==> config.mk <==
export PLATFORM = sky130hd
export DESIGN_NAME = first_fit_range_allocator
export DESIGN_NICKNAME = d
export VERILOG_FILES = /design/src/rtl/ffra_pkg.sv /design/src/rtl/ffra_div.sv /design/src/rtl/ffra_ctrl.sv /design/src/rtl/ffra_dp.sv /design/src/rtl/first_fit_range_allocator.sv
export SDC_FILE = /design/constraint.sdc
export NUM_CORES = 2
export LEC_CHECK = 0
export BUFFER_PORTS_ARGS = -buffer_cell sky130_fd_sc_hd__buf_2
export CORE_UTILIZATION = 40
export DETAILED_ROUTE_END_ITERATION = 12
export PLACE_DENSITY_LB_ADDON = 0.25
export RECOVER_POWER = 50
export REMOVE_ABC_BUFFERS = 1
export SYNTH_ARGS = -nofsm -noshare
export SYNTH_HDL_FRONTEND = slang
export SYNTH_HIERARCHICAL = 1
export SYNTH_SLANG_ARGS = --single-unit
==> constraint.sdc <==
create_clock -name i_clk -period 8.35 [get_ports i_clk]
set_input_delay 2.0875 -clock i_clk [delete_from_list [all_inputs] [get_ports i_clk]]
set_output_delay 2.0875 -clock i_clk [all_outputs]
set_load 0.01 [all_outputs]
==> src/rtl/ffra_pkg.sv <==
// shared types and constants of the first-fit range allocator
`default_nettype none
package ffra_pkg;

    localparam int OFF_W  = 16;
    localparam int SIZE_W = 17;
    localparam int CFG_W  = 17;
    localparam int LIM_W  = 2 * CFG_W;

    localparam int FREE_SLOTS_DEF = 16;
    localparam int LIVE_SLOTS_DEF = 16;

    localparam logic [SIZE_W-1:0] ARENA_CAP  = SIZE_W'(1) << OFF_W;
    localparam logic [CFG_W-1:0]  RST_PAGE   = CFG_W'(4096);
    localparam logic [CFG_W-1:0]  RST_FRAMES = CFG_W'(16);

    typedef enum logic [2:0] {
        ST_OK,
        ST_ZERO,
        ST_PAGES,
        ST_NOFIT,
        ST_UNKNOWN,
        ST_FULL
    } t_status;

    typedef enum logic [1:0] {
        CFG_ARENA,
        CFG_PAGE,
        CFG_FRAMES
    } t_cfg_idx;

    typedef enum logic [3:0] {
        S_IDLE,
        S_LIMIT,
        S_CHECK,
        S_LSCAN,
        S_LCHECK,
        S_FSCAN,
        S_DECIDE,
        S_DIV_FIRST,
        S_WAIT_FIRST,
        S_DIV_LAST,
        S_WAIT_LAST,
        S_COMMIT
    } t_state;

    typedef struct packed {
        logic    accept;
        logic    load_limit;
        logic    lscan_step;
        logic    fscan_step;
        logic    div_start;
        logic    div_last;
        logic    commit;
        logic    emit_err;
        t_status err_code;
    } t_ctl;

    typedef struct packed {
        logic is_free;
        logic size_zero;
        logic too_many;
        logic lscan_last;
        logic fscan_last;
        logic hit;
        logic best;
        logic live_full;
        logic merge_ok;
        logic div_done;
    } t_sts;

endpackage
`default_nettype wire

==> src/rtl/ffra_div.sv <==
// restoring divider for page numbers, one quotient bit per cycle
`default_nettype none
module ffra_div (
    input  wire logic                        i_clk,
    input  wire logic                        i_rst_n,
    input  wire logic                        i_start,
    input  wire logic [ffra_pkg::OFF_W-1:0]  i_dividend,
    input  wire logic [ffra_pkg::CFG_W-1:0]  i_divisor,
    output logic      [ffra_pkg::OFF_W-1:0]  o_quotient,
    output logic                             o_done
);
    import ffra_pkg::*;

    localparam int CNT_W = $clog2(OFF_W);

    logic [CFG_W-1:0] r_rem;
    logic [OFF_W-1:0] r_quo;
    logic [CNT_W-1:0] r_cnt;
    logic             r_busy;
    logic             r_done;
    logic [CFG_W:0]   n_trial;
    logic             n_ge;

    always_comb begin
        n_trial = {r_rem, r_quo[OFF_W-1]};
        n_ge    = n_trial >= {1'b0, i_divisor};
    end

    always_ff @(posedge i_clk) begin
        if (!i_rst_n) begin
            r_busy <= 1'b0;
            r_done <= 1'b0;
            r_cnt  <= '0;
        end else begin
            r_done <= 1'b0;
            if (i_start) begin
                r_busy <= 1'b1;
                r_cnt  <= '0;
            end else if (r_busy) begin
                r_cnt <= r_cnt + CNT_W'(1);
                if (r_cnt == CNT_W'(OFF_W - 1)) begin
                    r_busy <= 1'b0;
                    r_done <= 1'b1;
                end
            end
        end
    end

    always_ff @(posedge i_clk) begin
        if (i_start) begin
            r_rem <= '0;
            r_quo <= i_dividend;
        end else if (r_busy) begin
            r_rem <= n_ge ? CFG_W'(n_trial - {1'b0, i_divisor}) : n_trial[CFG_W-1:0];
            r_quo <= {r_quo[OFF_W-2:0], n_ge};
        end
    end

    assign o_quotient = r_quo;
    assign o_done     = r_done;

endmodule
`default_nettype wire

==> src/rtl/ffra_ctrl.sv <==
// request sequencer of the allocator
`default_nettype none
module ffra_ctrl (
    input  wire logic          i_clk,
    input  wire logic          i_rst_n,
    input  wire logic          i_start,
    input  wire ffra_pkg::t_sts i_sts,
    output ffra_pkg::t_ctl     o_ctl,
    output logic               o_busy
);
    import ffra_pkg::*;

    t_state r_state;
    t_state n_state;

    always_ff @(posedge i_clk) begin
        if (!i_rst_n) begin
            r_state <= S_IDLE;
        end else begin
            r_state <= n_state;
        end
    end

    always_comb begin
        n_state = r_state;
        unique case (r_state)
            S_IDLE: begin
                if (i_start) n_state = S_LIMIT;
            end
            S_LIMIT: n_state = i_sts.is_free ? S_LSCAN : S_CHECK;
            S_CHECK: begin
                if (i_sts.size_zero || i_sts.too_many) n_state = S_IDLE;
                else n_state = S_FSCAN;
            end
            S_LSCAN: begin
                if (i_sts.lscan_last) n_state = S_LCHECK;
            end
            S_LCHECK: n_state = i_sts.hit ? S_FSCAN : S_IDLE;
            S_FSCAN: begin
                if (i_sts.fscan_last) n_state = S_DECIDE;
            end
            S_DECIDE: begin
                if (i_sts.is_free) begin
                    n_state = i_sts.merge_ok ? S_DIV_FIRST : S_IDLE;
                end else begin
                    n_state = (i_sts.best && !i_sts.live_full) ? S_DIV_FIRST : S_IDLE;
                end
            end
            S_DIV_FIRST: n_state = S_WAIT_FIRST;
            S_WAIT_FIRST: begin
                if (i_sts.div_done) n_state = S_DIV_LAST;
            end
            S_DIV_LAST: n_state = S_WAIT_LAST;
            S_WAIT_LAST: begin
                if (i_sts.div_done) n_state = S_COMMIT;
            end
            S_COMMIT: n_state = S_IDLE;
            default: n_state = S_IDLE;
        endcase
    end

    always_comb begin
        o_ctl          = '0;
        o_ctl.err_code = ST_OK;
        unique case (r_state)
            S_IDLE: o_ctl.accept = i_start;
            S_LIMIT: o_ctl.load_limit = 1'b1;
            S_CHECK: begin
                if (i_sts.size_zero) begin
                    o_ctl.emit_err = 1'b1;
                    o_ctl.err_code = ST_ZERO;
                end else if (i_sts.too_many) begin
                    o_ctl.emit_err = 1'b1;
                    o_ctl.err_code = ST_PAGES;
                end
            end
            S_LSCAN: o_ctl.lscan_step = 1'b1;
            S_LCHECK: begin
                if (!i_sts.hit) begin
                    o_ctl.emit_err = 1'b1;
                    o_ctl.err_code = ST_UNKNOWN;
                end
            end
            S_FSCAN: o_ctl.fscan_step = 1'b1;
            S_DECIDE: begin
                if (i_sts.is_free) begin
                    if (!i_sts.merge_ok) begin
                        o_ctl.emit_err = 1'b1;
                        o_ctl.err_code = ST_FULL;
                    end
                end else if (!i_sts.best) begin
                    o_ctl.emit_err = 1'b1;
                    o_ctl.err_code = ST_NOFIT;
                end else if (i_sts.live_full) begin
                    o_ctl.emit_err = 1'b1;
                    o_ctl.err_code = ST_FULL;
                end
            end
            S_DIV_FIRST: o_ctl.div_start = 1'b1;
            S_WAIT_FIRST: o_ctl.div_last = 1'b0;
            S_DIV_LAST: begin
                o_ctl.div_start = 1'b1;
                o_ctl.div_last  = 1'b1;
            end
            S_WAIT_LAST: o_ctl.div_last = 1'b1;
            S_COMMIT: o_ctl.commit = 1'b1;
            default: o_ctl.err_code = ST_OK;
        endcase
    end

    assign o_busy = (r_state != S_IDLE);

    a_no_div_idle: assert property (@(posedge i_clk) disable iff (!i_rst_n)
        (r_state == S_IDLE) |-> !o_ctl.div_start)
        else $error("divider started while idle");

    a_done_in_wait: assert property (@(posedge i_clk) disable iff (!i_rst_n)
        i_sts.div_done |-> (r_state == S_WAIT_FIRST || r_state == S_WAIT_LAST))
        else $error("divider finished outside a wait state");

    a_word_ends: assert property (@(posedge i_clk) disable iff (!i_rst_n)
        (o_ctl.commit || o_ctl.emit_err) |=> (r_state == S_IDLE))
        else $error("word sent without returning to idle");

endmodule
`default_nettype wire

==> src/rtl/ffra_dp.sv <==
// range tables, scans, page arithmetic and result registers
`default_nettype none
module ffra_dp #(
    parameter int FREE_SLOTS = ffra_pkg::FREE_SLOTS_DEF,
    parameter int LIVE_SLOTS = ffra_pkg::LIVE_SLOTS_DEF
) (
    input  wire logic                        i_clk,
    input  wire logic                        i_rst_n,
    input  wire ffra_pkg::t_ctl              i_ctl,
    output ffra_pkg::t_sts                   o_sts,
    input  wire logic                        i_cmd,
    input  wire logic [ffra_pkg::SIZE_W-1:0] i_request_size,
    input  wire logic [ffra_pkg::OFF_W-1:0]  i_block_offset,
    input  wire logic                        i_cfg_we,
    input  wire logic [1:0]                  i_cfg_idx,
    input  wire logic [ffra_pkg::CFG_W-1:0]  i_cfg_wdata,
    output logic                             o_valid,
    output logic [2:0]                       o_status,
    output logic [ffra_pkg::OFF_W-1:0]       o_granted_offset,
    output logic [ffra_pkg::OFF_W-1:0]       o_first_page,
    output logic [ffra_pkg::OFF_W-1:0]       o_last_page,
    output logic [ffra_pkg::SIZE_W-1:0]      o_bytes_in_use
);
    import ffra_pkg::*;

    localparam int FIDX_W = $clog2(FREE_SLOTS);
    localparam int LIDX_W = (LIVE_SLOTS > 1) ? $clog2(LIVE_SLOTS) : 1;

    logic [OFF_W-1:0]  r_fstart [FREE_SLOTS];
    logic [SIZE_W-1:0] r_flen   [FREE_SLOTS];
    logic [FREE_SLOTS-1:0] r_fvalid;
    logic [OFF_W-1:0]  r_lstart [LIVE_SLOTS];
    logic [SIZE_W-1:0] r_llen   [LIVE_SLOTS];
    logic [LIVE_SLOTS-1:0] r_lvalid;
    logic [SIZE_W-1:0] r_bytes;

    logic [CFG_W-1:0]  r_page;
    logic [CFG_W-1:0]  r_frames;
    logic [LIM_W-1:0]  r_limit;

    logic              r_is_free;
    logic [OFF_W-1:0]  r_off;
    logic [SIZE_W-1:0] r_size;
    logic [FIDX_W-1:0] r_fidx;
    logic [LIDX_W-1:0] r_lidx;
    logic              r_hit;
    logic [LIDX_W-1:0] r_hit_idx;
    logic              r_best;
    logic [FIDX_W-1:0] r_best_idx;
    logic [SIZE_W-1:0] r_best_len;
    logic              r_lo;
    logic [FIDX_W-1:0] r_lo_idx;
    logic [SIZE_W-1:0] r_lo_len;
    logic              r_hi;
    logic [FIDX_W-1:0] r_hi_idx;
    logic [SIZE_W-1:0] r_hi_len;
    logic              r_empty;
    logic [FIDX_W-1:0] r_empty_idx;
    logic [OFF_W-1:0]  r_first;
    logic [OFF_W-1:0]  r_last;

    logic              r_valid;
    t_status           r_status;
    logic [OFF_W-1:0]  r_gout;
    logic [OFF_W-1:0]  r_fpout;
    logic [OFF_W-1:0]  r_lpout;
    logic [SIZE_W-1:0] r_bout;

    logic [CFG_W-1:0]  n_eff_page;
    logic              n_arena_wr;
    logic [SIZE_W-1:0] n_arena_len;
    logic [OFF_W-1:0]  n_s;
    logic [SIZE_W-1:0] n_l;
    logic              n_v;
    logic              n_fit;
    logic              n_lo_match;
    logic              n_hi_match;
    logic              n_lmatch;
    logic [LIDX_W-1:0] n_lslot;
    logic [OFF_W-1:0]  n_end;
    logic [OFF_W-1:0]  n_dividend;
    logic [OFF_W-1:0]  n_quo;
    logic              n_div_done;
    logic [SIZE_W-1:0] n_bytes;

    always_comb begin
        n_eff_page  = (r_page == '0) ? CFG_W'(1) : r_page;
        n_arena_wr  = i_cfg_we && (i_cfg_idx == CFG_ARENA);
        n_arena_len = (i_cfg_wdata > ARENA_CAP) ? ARENA_CAP : i_cfg_wdata;
        n_s         = r_fstart[r_fidx];
        n_l         = r_flen[r_fidx];
        n_v         = r_fvalid[r_fidx];
        n_fit       = n_v && (n_l >= r_size) && (!r_best || (n_s < r_off));
        n_lo_match  = ({2'b0, n_s} + {1'b0, n_l}) == {2'b0, r_off};
        n_hi_match  = {2'b0, n_s} == ({2'b0, r_off} + {1'b0, r_size});
        n_lmatch    = r_lvalid[r_lidx] && (r_lstart[r_lidx] == r_off) && !r_hit;
        n_end       = OFF_W'({1'b0, r_off} + r_size - SIZE_W'(1));
        n_dividend  = i_ctl.div_last ? n_end : r_off;
        n_bytes     = r_is_free ? (r_bytes - r_size) : (r_bytes + r_size);
        n_lslot     = '0;
        for (int i = LIVE_SLOTS - 1; i >= 0; i--) begin
            if (!r_lvalid[i]) n_lslot = LIDX_W'(i);
        end
    end

    ffra_div u_div (
        .i_clk      (i_clk),
        .i_rst_n    (i_rst_n),
        .i_start    (i_ctl.div_start),
        .i_dividend (n_dividend),
        .i_divisor  (n_eff_page),
        .o_quotient (n_quo),
        .o_done     (n_div_done)
    );

    // configuration and control state
    always_ff @(posedge i_clk) begin
        if (!i_rst_n) begin
            r_page   <= RST_PAGE;
            r_frames <= RST_FRAMES;
            r_fvalid <= FREE_SLOTS'(1);
            r_lvalid <= '0;
            r_bytes  <= '0;
            r_valid  <= 1'b0;
        end else begin
            r_valid <= i_ctl.commit || i_ctl.emit_err;
            if (i_cfg_we && i_cfg_idx == CFG_PAGE) r_page <= i_cfg_wdata;
            if (i_cfg_we && i_cfg_idx == CFG_FRAMES) r_frames <= i_cfg_wdata;
            if (n_arena_wr) begin
                r_fvalid <= FREE_SLOTS'(n_arena_len != '0);
                r_lvalid <= '0;
                r_bytes  <= '0;
            end else if (i_ctl.commit) begin
                r_bytes <= n_bytes;
                if (r_is_free) begin
                    r_lvalid[r_hit_idx] <= 1'b0;
                    if (r_lo && r_hi) r_fvalid[r_hi_idx] <= 1'b0;
                    else if (!r_lo && !r_hi) r_fvalid[r_empty_idx] <= 1'b1;
                end else begin
                    r_lvalid[n_lslot] <= 1'b1;
                    if (r_best_len <= r_size) r_fvalid[r_best_idx] <= 1'b0;
                end
            end
        end
    end

    // range tables
    always_ff @(posedge i_clk) begin
        if (!i_rst_n) begin
            r_fstart[0] <= '0;
            r_flen[0]   <= ARENA_CAP;
        end else if (n_arena_wr) begin
            r_fstart[0] <= '0;
            r_flen[0]   <= n_arena_len;
        end else if (i_ctl.commit) begin
            if (r_is_free) begin
                if (r_lo && r_hi) begin
                    r_flen[r_lo_idx] <= r_lo_len + r_size + r_hi_len;
                end else if (r_lo) begin
                    r_flen[r_lo_idx] <= r_lo_len + r_size;
                end else if (r_hi) begin
                    r_fstart[r_hi_idx] <= r_off;
                    r_flen[r_hi_idx]   <= r_hi_len + r_size;
                end else begin
                    r_fstart[r_empty_idx] <= r_off;
                    r_flen[r_empty_idx]   <= r_size;
                end
            end else begin
                r_lstart[n_lslot] <= r_off;
                r_llen[n_lslot]   <= r_size;
                if (r_best_len > r_size) begin
                    r_fstart[r_best_idx] <= OFF_W'({1'b0, r_off} + r_size);
                    r_flen[r_best_idx]   <= r_best_len - r_size;
                end
            end
        end
    end

    // request registers and scan state
    always_ff @(posedge i_clk) begin
        if (i_ctl.accept) begin
            r_is_free <= i_cmd;
            r_off     <= i_block_offset;
            r_size    <= i_request_size;
            r_fidx    <= '0;
            r_lidx    <= '0;
            r_hit     <= 1'b0;
            r_best    <= 1'b0;
            r_lo      <= 1'b0;
            r_hi      <= 1'b0;
            r_empty   <= 1'b0;
        end
        if (i_ctl.load_limit) r_limit <= r_frames * n_eff_page;
        if (i_ctl.lscan_step) begin
            r_lidx <= r_lidx + LIDX_W'(1);
            if (n_lmatch) begin
                r_hit     <= 1'b1;
                r_hit_idx <= r_lidx;
                r_size    <= r_llen[r_lidx];
            end
        end
        if (i_ctl.fscan_step) begin
            r_fidx <= r_fidx + FIDX_W'(1);
            if (!r_is_free) begin
                if (n_fit) begin
                    r_best     <= 1'b1;
                    r_best_idx <= r_fidx;
                    r_best_len <= n_l;
                    r_off      <= n_s;
                end
            end else if (n_v) begin
                if (n_lo_match) begin
                    r_lo     <= 1'b1;
                    r_lo_idx <= r_fidx;
                    r_lo_len <= n_l;
                end
                if (n_hi_match) begin
                    r_hi     <= 1'b1;
                    r_hi_idx <= r_fidx;
                    r_hi_len <= n_l;
                end
            end else if (!r_empty) begin
                r_empty     <= 1'b1;
                r_empty_idx <= r_fidx;
            end
        end
        if (n_div_done) begin
            if (i_ctl.div_last) r_last <= n_quo;
            else r_first <= n_quo;
        end
    end

    // result word
    always_ff @(posedge i_clk) begin
        if (i_ctl.commit) begin
            r_status <= ST_OK;
            r_gout   <= r_off;
            r_fpout  <= r_first;
            r_lpout  <= r_last;
            r_bout   <= n_bytes;
        end else if (i_ctl.emit_err) begin
            r_status <= i_ctl.err_code;
            r_gout   <= '0;
            r_fpout  <= '0;
            r_lpout  <= '0;
            r_bout   <= r_bytes;
        end
    end

    always_comb begin
        o_sts            = '0;
        o_sts.is_free    = r_is_free;
        o_sts.size_zero  = (r_size == '0);
        o_sts.too_many   = {{(LIM_W-SIZE_W){1'b0}}, r_size} > r_limit;
        o_sts.lscan_last = (r_lidx == LIDX_W'(LIVE_SLOTS - 1));
        o_sts.fscan_last = (r_fidx == FIDX_W'(FREE_SLOTS - 1));
        o_sts.hit        = r_hit;
        o_sts.best       = r_best;
        o_sts.live_full  = &r_lvalid;
        o_sts.merge_ok   = r_lo || r_hi || r_empty;
        o_sts.div_done   = n_div_done;
    end

    assign o_valid          = r_valid;
    assign o_status         = r_status;
    assign o_granted_offset = r_gout;
    assign o_first_page     = r_fpout;
    assign o_last_page      = r_lpout;
    assign o_bytes_in_use   = r_bout;

    a_bytes_bound: assert property (@(posedge i_clk) disable iff (!i_rst_n)
        r_bytes <= ARENA_CAP)
        else $error("live byte count beyond arena");

endmodule
`default_nettype wire

==> src/rtl/first_fit_range_allocator.sv <==
// top level of the first-fit range allocator
`default_nettype none
// One request is taken when start is high and busy low. The slot tables are scanned one
// entry a cycle, and the first and last page numbers come from a shared 16-step divider,
// one after the other. The result word follows in the first cycle with busy low, marked
// by o_valid for that one cycle, and cannot be held off. Refused requests answer as soon
// as the check that refuses them is done.
module first_fit_range_allocator #(
    parameter int FREE_SLOTS = ffra_pkg::FREE_SLOTS_DEF,
    parameter int LIVE_SLOTS = ffra_pkg::LIVE_SLOTS_DEF
) (
    input  wire logic                        i_clk,
    input  wire logic                        i_rst_n,
    input  wire logic                        start,
    output logic                             busy,
    input  wire logic                        i_cmd,
    input  wire logic [ffra_pkg::SIZE_W-1:0] i_request_size,
    input  wire logic [ffra_pkg::OFF_W-1:0]  i_block_offset,
    input  wire logic                        i_cfg_we,
    input  wire logic [1:0]                  i_cfg_idx,
    input  wire logic [ffra_pkg::CFG_W-1:0]  i_cfg_wdata,
    output logic                             o_valid,
    output logic [2:0]                       o_status,
    output logic [ffra_pkg::OFF_W-1:0]       o_granted_offset,
    output logic [ffra_pkg::OFF_W-1:0]       o_first_page,
    output logic [ffra_pkg::OFF_W-1:0]       o_last_page,
    output logic [ffra_pkg::SIZE_W-1:0]      o_bytes_in_use
);
    import ffra_pkg::*;

    t_ctl w_ctl;
    t_sts w_sts;

    ffra_ctrl u_ctrl (
        .i_clk   (i_clk),
        .i_rst_n (i_rst_n),
        .i_start (start),
        .i_sts   (w_sts),
        .o_ctl   (w_ctl),
        .o_busy  (busy)
    );

    ffra_dp #(
        .FREE_SLOTS (FREE_SLOTS),
        .LIVE_SLOTS (LIVE_SLOTS)
    ) u_dp (
        .i_clk            (i_clk),
        .i_rst_n          (i_rst_n),
        .i_ctl            (w_ctl),
        .o_sts            (w_sts),
        .i_cmd            (i_cmd),
        .i_request_size   (i_request_size),
        .i_block_offset   (i_block_offset),
        .i_cfg_we         (i_cfg_we),
        .i_cfg_idx        (i_cfg_idx),
        .i_cfg_wdata      (i_cfg_wdata),
        .o_valid          (o_valid),
        .o_status         (o_status),
        .o_granted_offset (o_granted_offset),
        .o_first_page     (o_first_page),
        .o_last_page      (o_last_page),
        .o_bytes_in_use   (o_bytes_in_use)
    );

endmodule
`default_nettype wire
* Word level (Yosys, flattened, before mapping) *
Memory sizes are Yosys's and may differ from the RTL's. A register that Yosys moved wholly into a read port is not among the register bits.
Cells that the tools add are included.

storage, ports and cells
  register bits = 379
  latch bits = 0
  RAM bits = 1056
  ROM bits = 0
  input bits = 57
  output and inout bits = 70
  logic and storage cells = 367
  memories kept = 4

memory list
  name           depth  bits a word  rd ports  clocked after Yosys merged registers in  wr ports  RTL line       text
  u_dp.r_flen    16     17           1         1                                        1         ffra_dp.sv:30  logic [SIZE_W-1:0] r_flen [FREE_SLOTS];
  u_dp.r_llen    16     17           1         1                                        1         ffra_dp.sv:33  logic [SIZE_W-1:0] r_llen [LIVE_SLOTS];
  u_dp.r_fstart  16     16           1         1                                        1         ffra_dp.sv:29  logic [OFF_W-1:0] r_fstart [FREE_SLOTS];
  u_dp.r_lstart  16     16           1         1                                        1         ffra_dp.sv:32  logic [OFF_W-1:0] r_lstart [LIVE_SLOTS];

cells by class
  $add $sub $neg = 14
  multiply operators = 1
  div/mod/pow operators = 0
  order comparisons = 19
  eq/ne operators = 26
  shift operators = 0
  muxes and demuxes = 186
  bitwise logic cells = 17
  reductions and logical operators = 61

operator list
  kind                                                                                 count
  16-bit two-way mux                                                                   20
  17-bit two-way mux                                                                   15
  4-bit two-way mux                                                                    43
  1-bit two-way mux                                                                    94
  17-bit adder                                                                         4
  17-bit OR reduction                                                                  4
  17-bit subtractor                                                                    3
  16-bit AND                                                                           3
  16-bit NOT                                                                           3
  16-bit OR reduction                                                                  3
  4-bit case mux with 11 select lines                                                  1
  16-bit by 17-bit adder with 18-bit output                                            2
  4-bit by 5-bit < comparator with 1-bit output, second input constant                 7
  17-bit by 34-bit greater-than comparator with 1-bit output                           1
  17-bit logical NOT                                                                   2
  17-bit by 17-bit multiplier with 34-bit output                                       1
  16-bit bitwise OR                                                                    2
  4-bit equality test, second input constant                                           7
  1-bit demux with 4-bit select                                                        5
  4-bit by 1-bit greater-or-equal comparator with 1-bit output, second input constant  5
  16-bit by 18-bit equality test with 1-bit output                                     1
  18-bit by 16-bit equality test with 1-bit output                                     1
  18-bit by 17-bit greater-or-equal comparator with 1-bit output                       1
  17-bit greater-or-equal comparator                                                   1
  other kinds (39)                                                                     95

* Depth between registers and ports, before layout *
  depth after elaboration = 22
  gate-level depth with buffers = 25

* By module *
Netlist, hierarchy kept.

modules (own cells, without submodules)
  module     times used  cells an instance  area each (um^2)  sequential area each (um^2)
  ffra_dp    1           4881               70677.8           40709.0
  ffra_div   1           257                2486.1            940.9
  ffra_ctrl  1           85                 583.1             80.1

* Worst setup path after synthesis *
Ideal clock, no wire load.

  kind = register to register
  start point = register (tool-made name)
  end point = register u_dp.r_lo_idx[0], enable pin
  arrival = 7207 ps
  required time = 7935 ps
  setup slack = 728 ps
  stages on the path, launching flop included = 20
  path buffers = 7
  period minus slack after synthesis = 7622 ps
  cells stage by stage = dfxtp_1 buf_6 buf_4 buf_4 buf_2 buf_2 clkbuf_1 buf_2 mux4_2 mux4_2 fa_1 xor2_1 a2111oi_0 nand2_1 nor4_1 nand4_1 or4_1 a2111oi_2 or4b_1 nor4_2

RTL lines
  what                    RTL line        text
  end signal: assignment  ffra_dp.sv:214  r_lo_idx <= r_fidx;
  end: declaration        ffra_dp.sv:52   logic [FIDX_W-1:0] r_lo_idx;

* Worst setup path in the final report *
  start point = register u_dp.r_page[2]
  end point = register u_dp.r_limit[33] (data pin)

on the way
  cells in the longest elaborated chain, start to end = 3

ends and longest elaborated chain
  what                                                RTL line        text
  start: declaration                                  ffra_dp.sv:37   logic [CFG_W-1:0] r_page;
  start signal: assignment                            ffra_dp.sv:127  if (i_cfg_we && i_cfg_idx == CFG_PAGE) r_page <= i_cfg_wdata;
  17-bit logical NOT                                  ffra_dp.sv:87   n_eff_page = (r_page == '0) ? CFG_W'(1) : r_page;
  17-bit two-way mux (*)                              ffra_dp.sv:87
  17-bit by 17-bit multiplier with 34-bit output (*)  ffra_dp.sv:193  if (i_ctl.load_limit) r_limit <= r_frames * n_eff_page;
  end signal: assignment                              ffra_dp.sv:193
  end: declaration                                    ffra_dp.sv:39   logic [LIM_W-1:0] r_limit;

Mark *: on every way between the ends. The rest lies on a longest branch, timed or not.
A chain may end at the register's enable or synchronous reset.

==> metrics <==
outcome finished with violations; failing checks max-capacitance violations, max-slew violations; CTS Hold Buffers Added 0; max_cap viols 36; Hold Fails Final Rpt 0; Via density 5.522; FP Rows 157; Worst Path Buf+Inv 4; worst slew pin tran 4016 ps; clock-pin slew on the worst setup and hold paths 60 ps; fillers 16359; Max Freq 0.1379 GHz; Global Route Usage Sum 0.2168; most used cell, CP fa_1; switching part of the total 0.3562; synth unique cells 95; initial antenna violation count 6; PortBufs 126; synthesized area 0.07375 sq mm; Routed Antenna Nets 0; critical path capture point type flip-flop; Die X 431.4 microns; Slew HR -1.677; Peak supply drop 0.1897 mV; Final HPWL DP 135.0 mm; crit path max-delay cell type clkbuf_1; Sink Count 1443; drt first pass iters 6; Post-synth ARST share 0; final-report max-slew violation count 898; Post-Route Hold Slack 456.2 ps; skew final 61.64 ps; nets 6029; register area share after synthesis 0.5659; Routability Congestion 0.9082; internal power 0.01678 W; number of synthesized flops with an enable pin 1283; pin count of the biggest net entering global routing 73; worst-path cell chain or4_1 -> o31ai_2 -> clkbuf_1 -> nand2_1 -> fa_1 -> inv_1 -> fa_1 -> fa_1 -> inv_1 -> fa_1 -> inv_1 -> ha_1 -> a21oi_1 -> nor2_1 -> a211oi_1 -> nand2_1 -> o211ai_1 -> a21oi_1 -> nand4_1 -> nand2_1 -> o31a_1 -> xnor2_1; DRT iter0 DRCs 3782; clk_lat worst skew 830 ps; largest cells by area after synthesis edfxtp_1, mux4_2, fa_1, ha_1, dfxtp_1; first-pass GRT wire length 297.0 mm; Mapped Cells 5223; DRC Markers 0; PD cells 314.6 mW/mm^2; H-tree levels 4; top-count cell post-synth edfxtp_1; Yosys top cell by area edfxtp_1; static leakage 29.13 nW; total power 0.02606 W; share of post-route cells with drive strength above 1 0.1485; Gate power share 0.377; power share of the sequential group 0.356; Critical Path AT 7770 ps; final setup vio count 0; crit path time final 7251 ps; post-CTS setup buffers 0; CP peak stage delay 700 ps; crit path max fanout 20; Top FF cell, synth edfxtp_1; starting density of the core 0.4028; vias in the first global route 45055; syn avg cell area 14.12 sq um; CTS tree done; # resized after CTS 0; worst setup path category flip-flop to flip-flop; Yosys top cell area share 0.5224; CP startpoint kind flip-flop; Post-synth top cells edfxtp_1, inv_1, nand2_1, mux4_2, ha_1; clock power share 0.267; Tcrit/Tclk final 0.8684; total gr overflow 0; FF+latch count, synth 1443; Max clock buf depth 3; Hold Crit Class flip-flop to flip-flop; Net Sw Power 0.009283 W; die height 431.4 microns; CTS Buf Count 155; area grow syn2layout 12.30%; num ports 127; Crit path max-delay family adder cells; Worst EP required 8870 ps; root buffer cell clkbuf_16; die area 0.1861 sq mm; RSZ-0062 raised after global routing no; Core Region 0.1831 sq mm; Avg WL per Cell 25.14 microns; DRT Wirelength 202.0 mm; total number of vias 44370; Ys Warns 6
-- through the flow --
step                      utilization  cell area [sq um]  setup TNS [ps]  cells  worst slack (ps)
after CTS                      0.4548              83270               0   8031              1252
after floorplan                     -              72810         -105880   4993             -2825
after global routing           0.4523              82820               0   8033             675.0
final                          0.4524              82820               0   8035              1099
after global placement         0.4265              78090               0   7747              1433
after detailed placement       0.4265              78090               0   7747              1292
-- metal layers --
metal | wire [microns] | global-route usage
met3 | 10140 | 0.02926
met4 | 7828 | 0.08476
met1 | 86240 | 0.2913
met5 | 25 | 0
met2 | 97780 | 0.3565
-- cell usage in the layout (no fill, tap or decap), types with 31 or more instances in the layout --
master and n:
fa_1 232, a211oi_1 38, clkbuf_1 185, and2_0 33, edfxtp_1 1283, nor2b_1 31, o22ai_1 37, xnor2_1 158
nand2b_1 48, buf_2 53, inv_1 416, ha_1 298, buf_4 96, nand4_1 37, and2_1 174, a21oi_1 234
o21ai_0 163, a21o_1 76, nor2_1 205, dfxtp_1 152, nor3_1 54, nand2_1 415, o21a_1 33, mux4_2 331
mux2_2 37, xor2_1 49, nand3_1 52, clkbuf_16 157, mux2i_1 58
-- sequential cells by signal (all words and copies together) (netlist names), 17 cells and up, named ones only --
| signal | flops |
|---|---|
| u_dp/o_bytes_in_use | 17 |
| u_dp/r_best_len | 17 |
| u_dp/r_bytes | 17 |
| u_dp/r_flen | 272 |
| u_dp/r_frames | 17 |
| u_dp/r_fstart | 256 |
| u_dp/r_hi_len | 17 |
| u_dp/r_limit | 34 |
| u_dp/r_llen | 272 |
| u_dp/r_lo_len | 17 |
| u_dp/r_lstart | 256 |
| u_dp/r_page | 17 |
| u_dp/r_size | 17 |
| u_dp/u_div/r_rem | 17 |
-- worst reg2reg max path: stages, from the launching register on --
cell,delay (ps)
dfxtp_1,530
or4_1,610
o31ai_2,210
clkbuf_1,700
nand2_1,200
fa_1,570
inv_1,60
fa_1,480
fa_1,550
inv_1,60
fa_1,470
inv_1,40
ha_1,340
a21oi_1,190
nor2_1,60
a211oi_1,550
nand2_1,150
o211ai_1,460
a21oi_1,160
nand4_1,120
nand2_1,80
o31a_1,250
xnor2_1,120
-- final cells by class --
type | count | area [sq um] | area share
inverters | 418 | 1570 | 0.01896
flip-flops and latches | 1443 | 41760 | 0.5042
diodes | 2 | 5.005 | 0.00006043
clock buffers | 213 | 4249 | 0.05130
clock inverters | 71 | 938.4 | 0.01133
repair buffers | 292 | 1572 | 0.01897
multi-input cells | 3132 | 29650 | 0.3580
well taps | 2464 | 3083 | 0.03722
-- worst paths after layout --
path | endpoint | slack, ps | from | cells after the start
min reg2reg | u_dp/r_page[0] | 460 | u_dp/r_page[0] | 2
max | u_dp/r_limit[33] | 1100 | u_dp/r_page[2] | 22
min | u_dp/r_page[0] | 460 | u_dp/r_page[0] | 2
max reg2reg | u_dp/r_limit[33] | 1100 | u_dp/r_page[2] | 22
-- kinds of logic after synthesis --
| kind of cell | Yosys count | synth area share |
|---|---|---|
| flip-flops | 1443 | 0.5659 |
| multiplexers | 436 | 0.1165 |
| AND/OR/NAND/NOR | 1190 | 0.07840 |
| AO/OA/AOI/OAI | 768 | 0.06674 |
| XOR/XNOR | 208 | 0.02489 |
| buffers and inverters | 648 | 0.03403 |
| adder cells (fa/ha/maj) | 530 | 0.1135 |
-- power by group through the flow --
stage	clock network, W	registers, W	logic (W)
after global placement	0	0.00941	0.00979
after detailed placement	0	0.00942	0.00986
after floorplan	0	0.00974	0.00663
final	0.00696	0.00928	0.00982
after global routing	0.00737	0.00934	0.0106
after CTS	0.00711	0.00927	0.00992
No activity file was read; power rests on OpenSTA's default activity.
